--- config.mk ---
export PLATFORM = sky130hd
export DESIGN_NAME = lru_key_value_cache_core
export DESIGN_NICKNAME = d
export VERILOG_FILES = /design/src/sv/lkvc_pkg.sv /design/src/sv/lru_key_value_cache_core.sv /design/src/sv/lkvc_front.sv /design/src/sv/lkvc_back.sv
export SDC_FILE = /design/constraint.sdc
export NUM_CORES = 2
export LEC_CHECK = 0
export ABC_AREA = 1
export ABC_CLOCK_PERIOD_IN_PS = 14400
export BUFFER_PORTS_ARGS = -buffer_cell sky130_fd_sc_hd__buf_2
export CAP_MARGIN = 25
export CORE_ASPECT_RATIO = 0.7
export CORE_UTILIZATION = 55
export DETAILED_ROUTE_END_ITERATION = 10
export PLACE_DENSITY = 0.71
export SETUP_SLACK_MARGIN = 0.4
export SLEW_MARGIN = 20
export SYNTH_ARGS = -nofsm -noshare
export SYNTH_HDL_FRONTEND = slang
export SYNTH_SLANG_ARGS = --single-unit
--- constraint.sdc ---
create_clock -name clk_i -period 14.4 [get_ports clk_i]
set_input_delay 1.44 -clock clk_i [delete_from_list [all_inputs] [get_ports clk_i]]
set_output_delay 1.44 -clock clk_i [all_outputs]
set_load 0.05 [all_outputs]
--- src/sv/lkvc_pkg.sv ---
// ----------------------------------------------------------------------------
// lkvc_pkg
// Shared types and constants for the LRU key-value cache.
// ----------------------------------------------------------------------------
package lkvc_pkg;

  // Default geometry
  localparam int unsigned DefDepth     = 16;
  localparam int unsigned DefKeyBits   = 32;
  localparam int unsigned DefValueBits = 32;

  // Fixed field widths
  localparam int unsigned ModeW = 2;
  localparam int unsigned StatW = 2;
  localparam int unsigned CntW  = 5;

  // Entries in the queue between front and back
  localparam int unsigned QueueDepth = 2;

  // Request kinds as decoded by the front
  typedef enum logic [1:0] {
    OP_LOOKUP = 2'd0,
    OP_INSERT = 2'd1,
    OP_INVAL  = 2'd2,
    OP_NOP    = 2'd3
  } op_e;

  // Result status codes
  localparam logic [StatW-1:0] STAT_OK      = 2'd0;
  localparam logic [StatW-1:0] STAT_MISS    = 2'd1;
  localparam logic [StatW-1:0] STAT_CAP_ERR = 2'd2;

  // Back-end sequencer states
  typedef enum logic {
    ST_IDLE = 1'b0,
    ST_EXEC = 1'b1
  } back_state_e;

endpackage

--- src/sv/lru_key_value_cache_core.sv ---
// ----------------------------------------------------------------------------
// lru_key_value_cache_core
// Fully associative key-value cache with least-recently-used replacement.
// ----------------------------------------------------------------------------
// Each request beat is a lookup, insert, invalidate or no-op and yields one result
// beat with status, read value and occupancy. Requests enter a two-entry
// queue; the execution stage then captures the request and compares the key
// against all entries, then updates the table and recency ranks once the
// result slot is free, and takes no new request until that update is done.
// The capacity register may be written only while no request is in
// flight; it resets to 16 and values above DEPTH act as DEPTH.
module lru_key_value_cache_core #(
  parameter int unsigned DEPTH      = lkvc_pkg::DefDepth,
  parameter int unsigned KEY_BITS   = lkvc_pkg::DefKeyBits,
  parameter int unsigned VALUE_BITS = lkvc_pkg::DefValueBits,
  parameter int unsigned IN_W  =
    ((lkvc_pkg::ModeW + KEY_BITS + VALUE_BITS + 7) / 8) * 8,
  parameter int unsigned OUT_W =
    ((lkvc_pkg::StatW + VALUE_BITS + lkvc_pkg::CntW + 7) / 8) * 8
) (
  input  logic                      clk_i,
  input  logic                      rst_ni,
  input  logic                      cfg_valid_i,
  output logic                      cfg_ready_o,
  input  logic [lkvc_pkg::CntW-1:0] cfg_data_i,     // capacity
  input  logic                      s_axis_tvalid,
  output logic                      s_axis_tready,
  input  logic [IN_W-1:0]           s_axis_tdata,   // mode, key, value
  output logic                      m_axis_tvalid,
  input  logic                      m_axis_tready,
  output logic [OUT_W-1:0]          m_axis_tdata    // status, read_value, occupancy
);
  import lkvc_pkg::*;

  localparam int unsigned KeyLo = ModeW;
  localparam int unsigned ValLo = ModeW + KEY_BITS;
  localparam int unsigned RdLo  = StatW;
  localparam int unsigned OccLo = StatW + VALUE_BITS;
  localparam int unsigned OutUsed = StatW + VALUE_BITS + CntW;

  logic [CntW-1:0]       capacity_q;
  logic                  head_valid, head_ready;
  op_e                   head_op;
  logic [KEY_BITS-1:0]   head_key;
  logic [VALUE_BITS-1:0] head_value;
  logic [StatW-1:0]      res_status;
  logic [VALUE_BITS-1:0] res_value;
  logic [CntW-1:0]       res_count;

  // Capacity register
  assign cfg_ready_o = 1'b1;

  always_ff @(posedge clk_i or negedge rst_ni) begin
    if (!rst_ni) begin
      capacity_q <= CntW'(16);
    end else if (cfg_valid_i) begin
      capacity_q <= cfg_data_i;
    end
  end

  lkvc_front #(
    .KEY_BITS   (KEY_BITS),
    .VALUE_BITS (VALUE_BITS)
  ) u_front (
    .clk_i        (clk_i),
    .rst_ni       (rst_ni),
    .in_valid_i   (s_axis_tvalid),
    .in_ready_o   (s_axis_tready),
    .in_mode_i    (s_axis_tdata[ModeW-1:0]),
    .in_key_i     (s_axis_tdata[KeyLo +: KEY_BITS]),
    .in_value_i   (s_axis_tdata[ValLo +: VALUE_BITS]),
    .head_valid_o (head_valid),
    .head_ready_i (head_ready),
    .head_op_o    (head_op),
    .head_key_o   (head_key),
    .head_value_o (head_value)
  );

  lkvc_back #(
    .DEPTH      (DEPTH),
    .KEY_BITS   (KEY_BITS),
    .VALUE_BITS (VALUE_BITS)
  ) u_back (
    .clk_i        (clk_i),
    .rst_ni       (rst_ni),
    .capacity_i   (capacity_q),
    .head_valid_i (head_valid),
    .head_ready_o (head_ready),
    .head_op_i    (head_op),
    .head_key_i   (head_key),
    .head_value_i (head_value),
    .out_valid_o  (m_axis_tvalid),
    .out_ready_i  (m_axis_tready),
    .out_status_o (res_status),
    .out_value_o  (res_value),
    .out_count_o  (res_count)
  );

  // Pack the result beat
  always_comb begin
    m_axis_tdata = '0;
    m_axis_tdata[StatW-1:0]         = res_status;
    m_axis_tdata[RdLo +: VALUE_BITS] = res_value;
    m_axis_tdata[OccLo +: CntW]     = res_count;
  end

`ifndef SYNTHESIS
  // Only a hit returns data
  assert property (@(posedge clk_i) disable iff (!rst_ni)
    m_axis_tvalid && (res_status != STAT_OK) |-> (res_value == '0))
    else $error("read value nonzero on a non-hit result");

  // Occupancy never exceeds the table depth
  assert property (@(posedge clk_i) disable iff (!rst_ni)
    m_axis_tvalid |-> (int'(res_count) <= int'(DEPTH)))
    else $error("occupancy above depth");

  // A capacity error only comes with zero capacity, which leaves the table unchanged
  assert property (@(posedge clk_i) disable iff (!rst_ni)
    $rose(m_axis_tvalid) && (res_status == STAT_CAP_ERR) |-> (capacity_q == '0))
    else $error("capacity error with nonzero capacity");

  // Result padding stays zero
  assert property (@(posedge clk_i) disable iff (!rst_ni)
    m_axis_tvalid |-> ((m_axis_tdata >> OutUsed) == '0))
    else $error("result padding bits set");
`endif

endmodule

--- src/sv/lkvc_front.sv ---
// ----------------------------------------------------------------------------
// lkvc_front
// Accepts request beats, decodes the mode and holds them in a short queue.
// ----------------------------------------------------------------------------
module lkvc_front #(
  parameter int unsigned KEY_BITS   = lkvc_pkg::DefKeyBits,
  parameter int unsigned VALUE_BITS = lkvc_pkg::DefValueBits
) (
  input  logic                      clk_i,
  input  logic                      rst_ni,
  input  logic                      in_valid_i,
  output logic                      in_ready_o,
  input  logic [lkvc_pkg::ModeW-1:0] in_mode_i,
  input  logic [KEY_BITS-1:0]       in_key_i,
  input  logic [VALUE_BITS-1:0]     in_value_i,
  output logic                      head_valid_o,
  input  logic                      head_ready_i,
  output lkvc_pkg::op_e             head_op_o,
  output logic [KEY_BITS-1:0]       head_key_o,
  output logic [VALUE_BITS-1:0]     head_value_o
);
  import lkvc_pkg::*;

  localparam int unsigned PtrW = (QueueDepth > 1) ? $clog2(QueueDepth) : 1;
  localparam int unsigned FillW = $clog2(QueueDepth + 1);

  op_e                   op_q  [QueueDepth];
  logic [KEY_BITS-1:0]   key_q [QueueDepth];
  logic [VALUE_BITS-1:0] val_q [QueueDepth];
  logic [PtrW-1:0]       wr_ptr_q, rd_ptr_q;
  logic [FillW-1:0]      fill_q;
  logic                  push, pop;
  op_e                   op_dec;

  // Classify the request
  always_comb begin
    case (in_mode_i)
      2'd0:    op_dec = OP_LOOKUP;
      2'd1:    op_dec = OP_INSERT;
      2'd2:    op_dec = OP_INVAL;
      default: op_dec = OP_NOP;
    endcase
  end

  assign in_ready_o   = (fill_q != FillW'(QueueDepth));
  assign head_valid_o = (fill_q != '0);
  assign push         = in_valid_i && in_ready_o;
  assign pop          = head_valid_o && head_ready_i;
  assign head_op_o    = op_q[rd_ptr_q];
  assign head_key_o   = key_q[rd_ptr_q];
  assign head_value_o = val_q[rd_ptr_q];

  // Store payload at the write pointer
  always_ff @(posedge clk_i) begin
    if (push) begin
      op_q[wr_ptr_q]  <= op_dec;
      key_q[wr_ptr_q] <= in_key_i;
      val_q[wr_ptr_q] <= in_value_i;
    end
  end

  // Advance pointers and fill level
  always_ff @(posedge clk_i or negedge rst_ni) begin
    if (!rst_ni) begin
      wr_ptr_q <= '0;
      rd_ptr_q <= '0;
      fill_q   <= '0;
    end else begin
      if (push) begin
        wr_ptr_q <= (wr_ptr_q == PtrW'(QueueDepth - 1)) ? '0 : wr_ptr_q + 1'b1;
      end
      if (pop) begin
        rd_ptr_q <= (rd_ptr_q == PtrW'(QueueDepth - 1)) ? '0 : rd_ptr_q + 1'b1;
      end
      if (push && !pop) begin
        fill_q <= fill_q + 1'b1;
      end else if (pop && !push) begin
        fill_q <= fill_q - 1'b1;
      end
    end
  end

endmodule

--- src/sv/lkvc_back.sv ---
// ----------------------------------------------------------------------------
// lkvc_back
// Executes requests against the entry table and keeps the recency ranks.
// ----------------------------------------------------------------------------
module lkvc_back #(
  parameter int unsigned DEPTH      = lkvc_pkg::DefDepth,
  parameter int unsigned KEY_BITS   = lkvc_pkg::DefKeyBits,
  parameter int unsigned VALUE_BITS = lkvc_pkg::DefValueBits
) (
  input  logic                       clk_i,
  input  logic                       rst_ni,
  input  logic [lkvc_pkg::CntW-1:0]  capacity_i,
  input  logic                       head_valid_i,
  output logic                       head_ready_o,
  input  lkvc_pkg::op_e              head_op_i,
  input  logic [KEY_BITS-1:0]        head_key_i,
  input  logic [VALUE_BITS-1:0]      head_value_i,
  output logic                       out_valid_o,
  input  logic                       out_ready_i,
  output logic [lkvc_pkg::StatW-1:0] out_status_o,
  output logic [VALUE_BITS-1:0]      out_value_o,
  output logic [lkvc_pkg::CntW-1:0]  out_count_o
);
  import lkvc_pkg::*;

  localparam int unsigned IdxW  = (DEPTH > 1) ? $clog2(DEPTH) : 1;
  localparam int unsigned RankW = IdxW;

  // Entry table
  logic [KEY_BITS-1:0]   key_q  [DEPTH];
  logic [VALUE_BITS-1:0] val_q  [DEPTH];
  logic [RankW-1:0]      rank_q [DEPTH];
  logic [RankW-1:0]      rank_d [DEPTH];
  logic [DEPTH-1:0]      valid_q, valid_d;
  logic [CntW-1:0]       count_q, count_d;

  // Captured request
  back_state_e           state_q, state_d;
  op_e                   op_q;
  logic [KEY_BITS-1:0]   req_key_q;
  logic [VALUE_BITS-1:0] req_val_q;
  logic [DEPTH-1:0]      hit_q;

  // Result register
  logic                  out_valid_q;
  logic [StatW-1:0]      out_status_q;
  logic [VALUE_BITS-1:0] out_value_q;
  logic [CntW-1:0]       out_count_q;

  logic                  take, fire;
  logic                  hit_any;
  logic [IdxW-1:0]       slot_idx, free_idx;
  logic [DEPTH-1:0]      victim_oh, valid_after;
  logic                  free_found, victim_found;
  logic [CntW-1:0]       cap_eff, count_mid;
  logic                  evict;
  logic [StatW-1:0]      status;
  logic [VALUE_BITS-1:0] rd_value;
  logic                  dec_en;
  logic [RankW-1:0]      dec_thr;
  logic [DEPTH-1:0]      valid_clr;
  logic                  set_en;
  logic [IdxW-1:0]       set_idx;
  logic [RankW-1:0]      set_rank;
  logic                  wr_key_en, wr_val_en;

  assign head_ready_o = (state_q == ST_IDLE);
  assign take         = head_valid_i && head_ready_o;

  // Sequence: capture and compare, then execute when the result slot is free
  always_comb begin
    state_d = state_q;
    fire    = 1'b0;
    case (state_q)
      ST_IDLE: if (take) state_d = ST_EXEC;
      ST_EXEC: begin
        if (!out_valid_q || out_ready_i) begin
          fire    = 1'b1;
          state_d = ST_IDLE;
        end
      end
      default: state_d = ST_IDLE;
    endcase
  end

  always_ff @(posedge clk_i or negedge rst_ni) begin
    if (!rst_ni) begin
      state_q <= ST_IDLE;
    end else begin
      state_q <= state_d;
    end
  end

  // Capture the request and the key match vector
  always_ff @(posedge clk_i) begin
    if (take) begin
      op_q      <= head_op_i;
      req_key_q <= head_key_i;
      req_val_q <= head_value_i;
      for (int i = 0; i < DEPTH; i++) begin
        hit_q[i] <= valid_q[i] && (key_q[i] == head_key_i);
      end
    end
  end

  // Encode the hit and the oldest entry
  always_comb begin
    slot_idx     = '0;
    victim_oh    = '0;
    victim_found = 1'b0;
    for (int i = 0; i < DEPTH; i++) begin
      if (hit_q[i]) slot_idx = slot_idx | IdxW'(i);
      if (!victim_found && valid_q[i] && rank_q[i] == '0) begin
        victim_found = 1'b1;
        victim_oh[i] = 1'b1;
      end
    end
  end

  assign hit_any     = |hit_q;
  assign cap_eff     = (int'(capacity_i) > int'(DEPTH)) ? CntW'(DEPTH) : capacity_i;
  assign evict       = (count_q >= cap_eff);
  assign valid_after = evict ? (valid_q & ~victim_oh) : valid_q;
  assign count_mid   = evict ? (count_q - 1'b1) : count_q;

  always_comb begin
    free_idx   = '0;
    free_found = 1'b0;
    for (int i = 0; i < DEPTH; i++) begin
      if (!free_found && !valid_after[i]) begin
        free_found = 1'b1;
        free_idx   = IdxW'(i);
      end
    end
  end

  // Decide the table update for the captured request
  always_comb begin
    status    = STAT_OK;
    rd_value  = '0;
    dec_en    = 1'b0;
    dec_thr   = rank_q[slot_idx];
    valid_clr = '0;
    set_en    = 1'b0;
    set_idx   = slot_idx;
    set_rank  = RankW'(count_q - 1'b1);
    wr_key_en = 1'b0;
    wr_val_en = 1'b0;
    valid_d   = valid_q;
    count_d   = count_q;
    case (op_q)
      OP_LOOKUP: begin
        if (hit_any) begin
          rd_value = val_q[slot_idx];
          dec_en   = 1'b1;
          set_en   = 1'b1;
        end else begin
          status = STAT_MISS;
        end
      end
      OP_INSERT: begin
        if (cap_eff == '0) begin
          status = STAT_CAP_ERR;
        end else if (hit_any) begin
          wr_val_en = 1'b1;
          dec_en    = 1'b1;
          set_en    = 1'b1;
        end else begin
          // Drop the oldest entry when full, then append as most recent
          dec_en    = evict;
          dec_thr   = '0;
          valid_clr = evict ? victim_oh : '0;
          set_en    = 1'b1;
          set_idx   = free_idx;
          set_rank  = RankW'(count_mid);
          wr_key_en = 1'b1;
          wr_val_en = 1'b1;
          valid_d   = valid_after;
          valid_d[free_idx] = 1'b1;
          count_d   = count_mid + 1'b1;
        end
      end
      OP_INVAL: begin
        if (hit_any) begin
          dec_en    = 1'b1;
          valid_clr = hit_q;
          valid_d   = valid_q & ~hit_q;
          count_d   = count_q - 1'b1;
        end
      end
      default: ;
    endcase
  end

  // Close the rank gap left by the moved or dropped entry
  always_comb begin
    for (int j = 0; j < DEPTH; j++) begin
      rank_d[j] = rank_q[j];
      if (dec_en && valid_q[j] && !valid_clr[j] && rank_q[j] > dec_thr) begin
        rank_d[j] = rank_q[j] - 1'b1;
      end
    end
    if (set_en) rank_d[set_idx] = set_rank;
  end

  // Table payload
  always_ff @(posedge clk_i) begin
    if (fire) begin
      for (int j = 0; j < DEPTH; j++) rank_q[j] <= rank_d[j];
      if (wr_key_en) key_q[set_idx] <= req_key_q;
      if (wr_val_en) val_q[set_idx] <= req_val_q;
    end
  end

  // Table control state
  always_ff @(posedge clk_i or negedge rst_ni) begin
    if (!rst_ni) begin
      valid_q <= '0;
      count_q <= '0;
    end else if (fire) begin
      valid_q <= valid_d;
      count_q <= count_d;
    end
  end

  // Result register
  always_ff @(posedge clk_i or negedge rst_ni) begin
    if (!rst_ni) begin
      out_valid_q <= 1'b0;
    end else if (fire) begin
      out_valid_q <= 1'b1;
    end else if (out_ready_i) begin
      out_valid_q <= 1'b0;
    end
  end

  always_ff @(posedge clk_i) begin
    if (fire) begin
      out_status_q <= status;
      out_value_q  <= rd_value;
      out_count_q  <= count_d;
    end
  end

  assign out_valid_o  = out_valid_q;
  assign out_status_o = out_status_q;
  assign out_value_o  = out_value_q;
  assign out_count_o  = out_count_q;

endmodule

==> results.py <==
metrics = {
    "run_status": {
        "outcome": "complete, no violations",
    },
    "clock_tree": {
        "numClockSinks": 1373,
        "cts_hold_buffers": 0,
        "cts_made_buffers": 130,
        "clock-root-buffer": "clkbuf_16",
        "worstSkewPairLatency_ns": 0.78,
        "cts_tree": "done",
        "path_clk_slew_ns": 0.06,
        "cts-resized-gates": 0,
        "cts_setup_buffers": 0,
        "htreeDepth": 4,
        "cts_max_path_buffers": 3,
    },
    "cells_and_area": {
        "seq_area_um2": 41100,
        "final_cell_mix": "1341 x edfxtp_1, 831 x nand2_1, 539 x o21ai_0, 389 x nor2_1, 215 x inv_1",
        "drive_gt1_share_pct": 13.2,
        "layout_commonest_cell": "edfxtp_1",
        "fin_nets": 5239,
        "area_growth_pct": 11.4,
        "multi_input_area_um2": 17500,
        "fillers": 8190,
    },
    "timing": {
        "fin_crit_ns": 6.68,
        "skew_ns": 0.0484,
        "max_freq_mhz": 150,
        "hold_viol": 0,
        "worst_pin_slew_ns": 1.26,
        "slew_viol_final": 0,
        "rsz0062_at_grt": "false",
        "hold_ws_ns": 0.495,
        "finalCritPeriodShare_pct": 46.4,
        "finalSetupViolCount": 0,
        "relSlewSlack_pct": 16.0,
        "setup_tns_ns": 0,
    },
    "hold_path": {
        "hold_class": "reg2reg",
    },
    "logic_synthesis": {
        "synth_cells": 4940,
        "synth-edff-count": 1341,
        "syn_nets": 5130,
        "ys_seq_area_share_pct": 68.3,
        "avgSynthCellArea_um2": 12.2,
        "synth_cell_types": 62,
        "yosys_register_bits": 1373,
        "yosysWarningCount": 0,
        "netlist_area_um2": 60100,
        "synth_ff_type": "edfxtp_1",
        "async_flop_share_pct": 2.33,
    },
    "worst_setup_path": {
        "crit_fanout": 95,
        "required_ns": 14.92,
        "worstSetupPathType": "reg2reg",
        "end_kind": "flip-flop",
        "start_kind": "flip-flop",
        "cp_data_arrival_time_ns": 7.20,
    },
    "route": {
        "ant_nets": 0,
        "vias_per_cell": 6.28,
        "finalWirelength_mm": 169,
        "drc": 0,
        "first_iter_violations": 5836,
        "drt-wirelength-per-cell_um": 25.6,
        "vias": 41400,
        "first_pass_iters": 6,
    },
    "floorplanning": {
        "start_util_pct": 55.4,
        "coreArea_um2": 108000,
        "die_w_um": 397,
        "io_pins": 125,
        "dieArea_um2": 111000,
        "die_h_um": 279,
        "rows": 101,
    },
    "placed_design": {
        "gp_congestion": 0.946,
        "port_buffers": 116,
        "hpwl_mm": 99.4,
    },
    "global_routing": {
        "grt_pass1_vias": 38600,
        "grt.overflow.total": 0,
        "grt_antenna_before_repair": 13,
        "grt_usage_pct": 30.4,
        "grt_max_degree": 96,
        "grt_pass1_wl_mm": 247,
    },
    "pwr": {
        "p_leak_nw": 23.5,
        "vdd_drop_max_v": 0.000229,
        "power_density_nw_per_um2": 210,
    },
    "run": {
        "maxCapViolations": 0,
    },
}
logic make-up after synthesis:
family	share of synthesized area, %
and+or+nand+nor	13.2
DFF	68.3
AOI/OAI and AO/OA	10.2
buffers and inverters	3.10
xor gates and xnor gates	2.86
adders and majority gates	2.25
muxes	0.0562
other	0.0125
routing by layer:
layer  GRT usage, %  vias up  part of all wire [%]
met3           7.75      336                    15
met2           43.0     2793                    42
li1               -    18300                     -
met4           9.96       12                   2.8
met5              0        -                 0.043
met1           45.9    20000                    40
through the flow:
stage               worst slack (ns)  instances  power, mW  area [um^2]  utilization, %
detailed placement              7.79       6356       10.6        62700            57.8
global placement                7.87       6349       10.4        62600            57.7
finish                          7.72       6594       14.1        67000            61.7
floorplan                       8.52       4940       8.66        60100               -
CTS                             7.78       6586       13.9        66900            61.7
global route                    7.15       6591       14.6        66900            61.7
flip-flops by register name, indices dropped and copies added (netlist names), 4 cells and up:
name and cells:
capacity_q 5, u_back.out_value_o 32, u_back.req_key_q 32, u_back.out_count_o 5
u_back.key_q 512, u_back.count_q 5, u_front.val_q 64, u_back.val_q 512
u_back.valid_q 16, u_back.req_val_q 32, u_back.hit_q 16, u_front.op_q 4
u_front.key_q 64, u_back.rank_q 64
cell usage after synthesis (all sizes together), types with 2 or more instances:
master / count / area share, %
nand2: 847 / 5.4
clkbuf: 208 / 1.3
o21ai: 542 / 4.5
o22ai: 170 / 1.8
o311ai: 6 / 0.087
a221o: 5 / 0.083
a22o: 38 / 0.55
o221ai: 32 / 0.47
or4: 16 / 0.20
a221oi: 61 / 0.89
a22oi: 4 / 0.050
nor2: 429 / 2.8
edfxtp: 1341 / 67
nand3b: 3 / 0.037
a31oi: 35 / 0.36
o211ai: 12 / 0.15
a41oi: 7 / 0.10
mux2: 3 / 0.056
nor4: 61 / 0.65
xnor2: 75 / 1.1
ha: 108 / 2.2
clkinv: 5 / 0.033
and3: 15 / 0.16
conb: 2 / 0.012
dfrtp: 31 / 1.3
nand4: 76 / 0.84
buf: 41 / 0.34
nor3: 23 / 0.31
xor2: 121 / 1.8
inv: 228 / 1.4
a21oi: 85 / 0.73
or2: 158 / 1.6
nand3: 117 / 1.1
a211oi: 18 / 0.22
o2111ai: 11 / 0.16
power by group:
part	switching [mW]	internal, mW	total, mW	leakage [nW]
Clock	1.52	1.89	3.40	2.04
Combinational	3.16	1.22	4.39	8.89
Sequential	0.852	5.44	6.29	12.6
path summary, 6_finish.rpt:
path	startpoint	cells after the start	endpoint	slack [ns]
max	u_back.hit_q[1]$_DFFE_PP_	19	u_back.rank_q[1][3]$_DFFE_PP_	7.72
min	u_front.fill_q[0]$_DFFE_PN0P_	1	u_front.fill_q[0]$_DFFE_PN0P_	0.49
min in group asynchronous	rst_ni	1	u_back.valid_q[0]$_DFFE_PN0P_	0.56
min reg2reg	u_front.fill_q[0]$_DFFE_PN0P_	1	u_front.fill_q[0]$_DFFE_PN0P_	0.49
max reg2reg	u_back.hit_q[1]$_DFFE_PP_	19	u_back.rank_q[1][3]$_DFFE_PP_	7.72
max in group asynchronous	rst_ni	2	u_front.rd_ptr_q$_DFFE_PN0P_	13.33
worst max-delay path, cell delays in order, from the launching register on:
cell and delay [ns]:
edfxtp_1 0.48, nor2_1 0.17, nand3_1 0.12, nor2_4 0.76, buf_4 0.93, buf_4 0.82, nor2_1 0.07, a21oi_1 0.27
o21ai_0 0.13, o211ai_1 0.20, nand2_1 0.12, nor2_1 0.57, ha_1 0.36, nand2_1 0.05, o21ai_0 0.07, nor4_1 0.75
nand4_1 0.20, xor2_1 0.20, nand2_1 0.06, nand2_1 0.05
final cells by class:
cell class                 instances  share of cell area, %
clock buffer                     159                   5.14
sequential                      1373                   61.3
timing repair buffer             226                   2.24
multi-input combinational       3085                   26.1
clock inverter                    71                   1.14
tap                             1442                   2.69
antenna                            5                 0.0187
inverter                         233                   1.32
(Power assumes the default switching activity.)
